<file path="config.mk">
export PLATFORM = sky130hd
export DESIGN_NAME = tmtw_ctrl
export DESIGN_NICKNAME = d
export VERILOG_FILES = /design/src/hdl/tmtw_pkg.sv /design/src/hdl/tmtw_ctrl.sv
export SDC_FILE = /design/constraint.sdc
export NUM_CORES = 1
export LEC_CHECK = 0
export CELL_PAD_IN_SITES_DETAIL_PLACEMENT = 0
export CELL_PAD_IN_SITES_GLOBAL_PLACEMENT = 1
export CORE_AREA = 2 2 39 41
export DETAILED_ROUTE_END_ITERATION = 7
export DIE_AREA = 0 0 41 43
export DONT_BUFFER_PORTS = 1
export GPL_ROUTABILITY_DRIVEN = 0
export GPL_TIMING_DRIVEN = 0
export PLACE_DENSITY_LB_ADDON = 0.1
export SLEW_MARGIN = 20
export SYNTH_ARGS = -nofsm -noshare
export SYNTH_HDL_FRONTEND = slang
export SYNTH_SLANG_ARGS = --single-unit
</file>
<file path="constraint.sdc">
create_clock -name aclk -period 2.4 [get_ports aclk]
set_input_delay 0.36 -clock aclk [delete_from_list [all_inputs] [get_ports aclk]]
set_output_delay 0.36 -clock aclk [all_outputs]
set_load 0.01 [all_outputs]
</file>
<file path="src/hdl/tmtw_pkg.sv">
// Shared types, constants and codes for the text mode terminal writer.
`timescale 1ns / 1ps

package tmtw_pkg;

    // Screen geometry.
    localparam int COLUMNS    = 80;
    localparam int ROWS       = 25;
    localparam int CELL_COUNT = ROWS * COLUMNS;
    localparam int COPY_COUNT = (ROWS - 1) * COLUMNS;
    localparam int ADDR_W     = $clog2(CELL_COUNT);
    localparam int ROW_W      = $clog2(ROWS);
    localparam int COL_W      = $clog2(COLUMNS);

    // Character codes.
    localparam logic [7:0] BLANK_CHAR   = 8'h20;
    localparam logic [7:0] NEWLINE_CHAR = 8'h0A;
    localparam logic [7:0] PRINT_LOW    = 8'h20;
    localparam logic [7:0] PRINT_HIGH   = 8'h7F;

    // Configuration register file.
    localparam int         PADDR_W         = 3;
    localparam logic       REG_TEXT_COLOUR = 1'b0;
    localparam logic [7:0] COLOUR_RESET    = 8'h07;

    // Request action codes.
    localparam logic [1:0] ACT_WRITE = 2'd0;
    localparam logic [1:0] ACT_CLEAR = 2'd1;
    localparam logic [1:0] ACT_READ  = 2'd2;

    // Input request and result payloads.
    typedef struct packed {
        logic [1:0] action;
        logic [7:0] char_code;
        logic [4:0] read_row;
        logic [6:0] read_column;
    } in_item_t;

    typedef struct packed {
        logic [15:0] cell_value;
        logic [4:0]  cursor_row_now;
        logic [6:0]  cursor_column_now;
    } out_item_t;

    // How the memory port is driven by the sweep counter.
    typedef enum logic [1:0] {
        SW_IDLE,
        SW_ZERO,
        SW_COPY,
        SW_FILL
    } sweep_t;

    // Commands from the controller to the datapath.
    typedef struct packed {
        logic   accept;
        logic   cnt_clear;
        logic   cnt_inc;
        sweep_t sweep;
        logic   cell_from_mem;
        logic   res_to_out;
        logic   res_to_pend;
        logic   pend_to_out;
    } cmd_t;

    // Status from the datapath to the controller.
    typedef struct packed {
        logic [1:0] action;
        logic       scroll_needed;
        logic       copy_end;
        logic       sweep_end;
    } sts_t;

endpackage

</file>
<file path="src/hdl/tmtw_ctrl.sv">
// Controller state machine of the terminal writer: sequencing, sweeps and result slots.
`timescale 1ns / 1ps

module tmtw_ctrl import tmtw_pkg::*; (
    input  logic aclk,
    input  logic aresetn,
    input  logic s_valid,
    output logic s_ready,
    output logic m_valid,
    input  logic m_ready,
    input  sts_t sts,
    output cmd_t cmd
);

    typedef enum logic [2:0] {
        ST_INIT,
        ST_IDLE,
        ST_READ,
        ST_COPY,
        ST_BLANK,
        ST_CLEAR
    } state_t;

    state_t state_reg, state_next;
    logic   m_valid_reg, m_valid_next;
    logic   pend_valid_reg, pend_valid_next;
    logic   accept;
    logic   produce;
    logic   out_free;

    assign s_ready = (state_reg == ST_IDLE) && !pend_valid_reg;
    assign accept  = s_valid && s_ready;
    assign m_valid = m_valid_reg;

    // Sequencing of requests and memory sweeps.
    always_comb begin
        state_next        = state_reg;
        produce           = 1'b0;
        cmd.accept        = 1'b0;
        cmd.cnt_clear     = 1'b0;
        cmd.cnt_inc       = 1'b0;
        cmd.sweep         = SW_IDLE;
        cmd.cell_from_mem = 1'b0;
        case (state_reg)
            ST_INIT: begin
                cmd.sweep   = SW_ZERO;
                cmd.cnt_inc = 1'b1;
                if (sts.sweep_end) begin
                    cmd.cnt_clear = 1'b1;
                    state_next    = ST_IDLE;
                end
            end
            ST_IDLE: begin
                cmd.cnt_clear = 1'b1;
                if (accept) begin
                    cmd.accept = 1'b1;
                    case (sts.action)
                        ACT_WRITE: begin
                            if (sts.scroll_needed) begin
                                state_next = ST_COPY;
                            end else begin
                                produce = 1'b1;
                            end
                        end
                        ACT_CLEAR: state_next = ST_CLEAR;
                        ACT_READ:  state_next = ST_READ;
                        default:   produce    = 1'b1;
                    endcase
                end
            end
            ST_READ: begin
                cmd.cell_from_mem = 1'b1;
                produce           = 1'b1;
                state_next        = ST_IDLE;
            end
            ST_COPY: begin
                cmd.sweep = SW_COPY;
                if (sts.copy_end) begin
                    state_next = ST_BLANK;
                end else begin
                    cmd.cnt_inc = 1'b1;
                end
            end
            ST_BLANK, ST_CLEAR: begin
                cmd.sweep   = SW_FILL;
                cmd.cnt_inc = 1'b1;
                if (sts.sweep_end) begin
                    cmd.cnt_clear = 1'b1;
                    produce       = 1'b1;
                    state_next    = ST_IDLE;
                end
            end
            default: begin
                state_next = ST_IDLE;
            end
        endcase

        // Routing of a finished result into the output register or the pending slot.
        out_free        = !m_valid_reg || m_ready;
        cmd.pend_to_out = out_free && pend_valid_reg;
        cmd.res_to_out  = produce && out_free && !pend_valid_reg;
        cmd.res_to_pend = produce && (!out_free || pend_valid_reg);
        m_valid_next    = out_free ? (pend_valid_reg || produce) : 1'b1;
        if (pend_valid_reg) begin
            pend_valid_next = out_free ? produce : 1'b1;
        end else begin
            pend_valid_next = produce && !out_free;
        end
    end

    // State and registered outputs.
    always_ff @(posedge aclk) begin
        if (!aresetn) begin
            state_reg      <= ST_INIT;
            m_valid_reg    <= 1'b0;
            pend_valid_reg <= 1'b0;
        end else begin
            state_reg      <= state_next;
            m_valid_reg    <= m_valid_next;
            pend_valid_reg <= pend_valid_next;
        end
    end

`ifndef SYNTHESIS
    a_pend_behind_out: assert property (@(posedge aclk) disable iff (!aresetn)
        pend_valid_reg |-> m_valid_reg)
        else $error("pending result held while the output register is empty");

    a_no_pend_overwrite: assert property (@(posedge aclk) disable iff (!aresetn)
        cmd.res_to_pend |-> (!pend_valid_reg || cmd.pend_to_out))
        else $error("pending result overwritten before delivery");

    a_read_follows: assert property (@(posedge aclk) disable iff (!aresetn)
        (accept && (sts.action == ACT_READ)) |=> (state_reg == ST_READ))
        else $error("read request did not enter the read wait state");
`endif

endmodule

</file>
==> flow_summary.ini <==
[setup_path]
cp.required_ns = 2.04
worstPathArrival_ns = 1.70
worstSetupPathType = flip-flop to output port
crit_path_max_incr_delay_ns = 0.43
critPathMaxFanout = 7
startpoint_type = flip-flop
critPathSlowestCell = nor4b_4
endpoint_kind = output port
cp_cell_sequence = nor4b_4 -> and4_2 -> nor2_1 -> nor3_1

[route]
vias = 373
routedWlPerCell_um = 13.9
drcViolationCount = 0
drt-initial-drc-count = 9
viasPerCell = 5.41
ant_nets = 0
drt_first_pass_iters = 3
routed_wl_um = 956

[sta]
rsz0062_at_grt = false
fmax_mhz = 485
fin_crit_ns = 2.06
drv_slew = 0
max_slew_margin_pct = 66.9
finalCritPeriodShare_pct = 85.9
skew_ns = 0.00126
setup_viol = 0
final_hold_viol_count = 0
max_slew.worst_pin.slew_ns = 0.496
tns_ns = 0

[yosys]
synth.avg_cell_area_um2 = 8.53
ys_top_cells_by_area = dfxtp_1 (24%), ha_1 (9.0%), mux2i_1 (7.2%), nor2_1 (6.3%), nor4b_4 (5.7%)
synth_flop_cell = dfxtp_1
async_flop_share_pct = 0
synth_edf_count = 0
ys_types = 28
synthesis.area_um2 = 418
syn-num-nets = 61
synth-seq-cells = 5
synth_top_area_cell = dfxtp_1
syn_inst = 49
ys_warn_count = 0
synth_seq_area_share_pct = 24.0
synth_top_area_share_pct = 24.0

[final_layout]
antennaDiodeCount = 0
final.fill_count = 150
final_common_cell = nor2_1
layout_common_cells = nor2_1 (7), dfxtp_1 (5), inv_1 (4)
seq_area_um2 = 100
multi_input_area_um2 = 298
area_growth_pct = 11.1
layout-drive-gt1-share_pct = 20.8
largest_register_ffs = 3
nNetsFinal = 66
final_area_um2 = 464

[grt]
grt.total_usage_pct = 12.4
grt_max_degree = 11
grt_pass1_wl_mm = 1.44
antenna_found_initial = 0
grt_pass1_vias = 350
overflow = 0

[clock_network]
cts_buffers = 3
htreeDepth = 1
cts_buffer_depth = 2
cts_resized = 0
root_buffer = clkbuf_4
cts_setup_buffers = 0
cts_sinks = 5
hold_buffers = 0
clk_pin_slew_ns = 0.04
cts_tree = done
clock_latency_ns = 0.24

[place]
dp_hpwl_um = 806
portBuffers = 0
dpl_cell_area_um2 = 438

[floorplan]
fp.dieW_um = 41
core_um2 = 1380
rows = 14
ios = 20
start_util_pct = 30.2
die_area_um2 = 1760
die_y_um = 43

[job]
max_cap_viol_count = 0

[power_and_ir_drop]
p_leak_nw = 0.177
cellPowerDensity_nw_per_um2 = 537
ir_drop_v = 0.000229

[hold_path]
min_path_type = primary input to flip-flop

[status]
status = completed
==> cell families (layout without fill, tap and decap cells) <==
kind of cell	after synthesis	after routing	synth area share, %
multiplexers	3	3	7.19
adder cells (fa/ha/maj)	3	3	8.98
AO/OA/AOI/OAI	10	10	19.2
AND/OR/NAND/NOR	23	23	35.9
flip-flops	5	5	24.0
buffers and inverters	5	9	4.79
==> cells in the mapped netlist (2+ instances only) <==
cell type and number:
dfxtp_1 5, ha_1 3, inv_1 4, mux2i_1 3, nand2b_1 2, nand3_1 2
nor2_1 7, nor2b_1 2, nor3b_1 2
==> report_power, final <==
part           total, mW  leakage (nW)  internal [mW]  switching (mW)
registers         0.0931        0.0407         0.0873         0.00585
clock network     0.0975        0.0150         0.0629          0.0346
logic             0.0589         0.122         0.0255          0.0333
==> path summary, 6_finish.rpt <==
check        cells past startpoint                 startpoint  slack [ns]                   endpoint
min reg2reg                      2  state_reg[2]$_SDFFE_PN0P_        0.60  state_reg[2]$_SDFFE_PN0P_
max                              4  state_reg[2]$_SDFFE_PN0P_        0.34                     cmd[2]
min                              1                    aresetn        0.25  state_reg[0]$_SDFFE_PN0P_
max reg2reg                      4  state_reg[2]$_SDFFE_PN0P_        0.86  state_reg[0]$_SDFFE_PN0P_
==> cell type report <==
cell class / instances / area share, %
plain buffers: 1 / 1.08
clock buffers: 4 / 5.66
inverters: 4 / 3.23
multi-input cells: 39 / 64.2
flip-flops and latches: 5 / 21.6
well taps: 16 / 4.31
==> routing by layer <==
layer	global-route usage [%]	routed length, um	vias to the layer above
met2	18.1	450	19
li1	-	-	185
met4	4.00	0	0
met3	9.95	137	0
met5	0	0	-
met1	13.1	368	169
==> through the flow <==
stage | utilization [%] | setup slack [ns] | std cells | hold WS, ns | total power [mW]
after CTS | 33.5 | 0.318 | 69 | 0.237 | 0.255
after floorplan | - | 0.670 | 49 | 0.491 | 0.144
final | 33.5 | 0.337 | 69 | 0.246 | 0.249
after detailed placement | 31.6 | 0.565 | 65 | 0.495 | 0.154
after global placement | 31.6 | 0.571 | 65 | 0.494 | 0.152
after global routing | 33.5 | 0.227 | 69 | 0.227 | 0.270
==> critical path, delay by kind of cell, from the launching register on <==
kind          cells  cell delay [ns]
flops             1             0.38
simple gates      4             1.08
No activity file was read; power rests on OpenSTA's default activity.
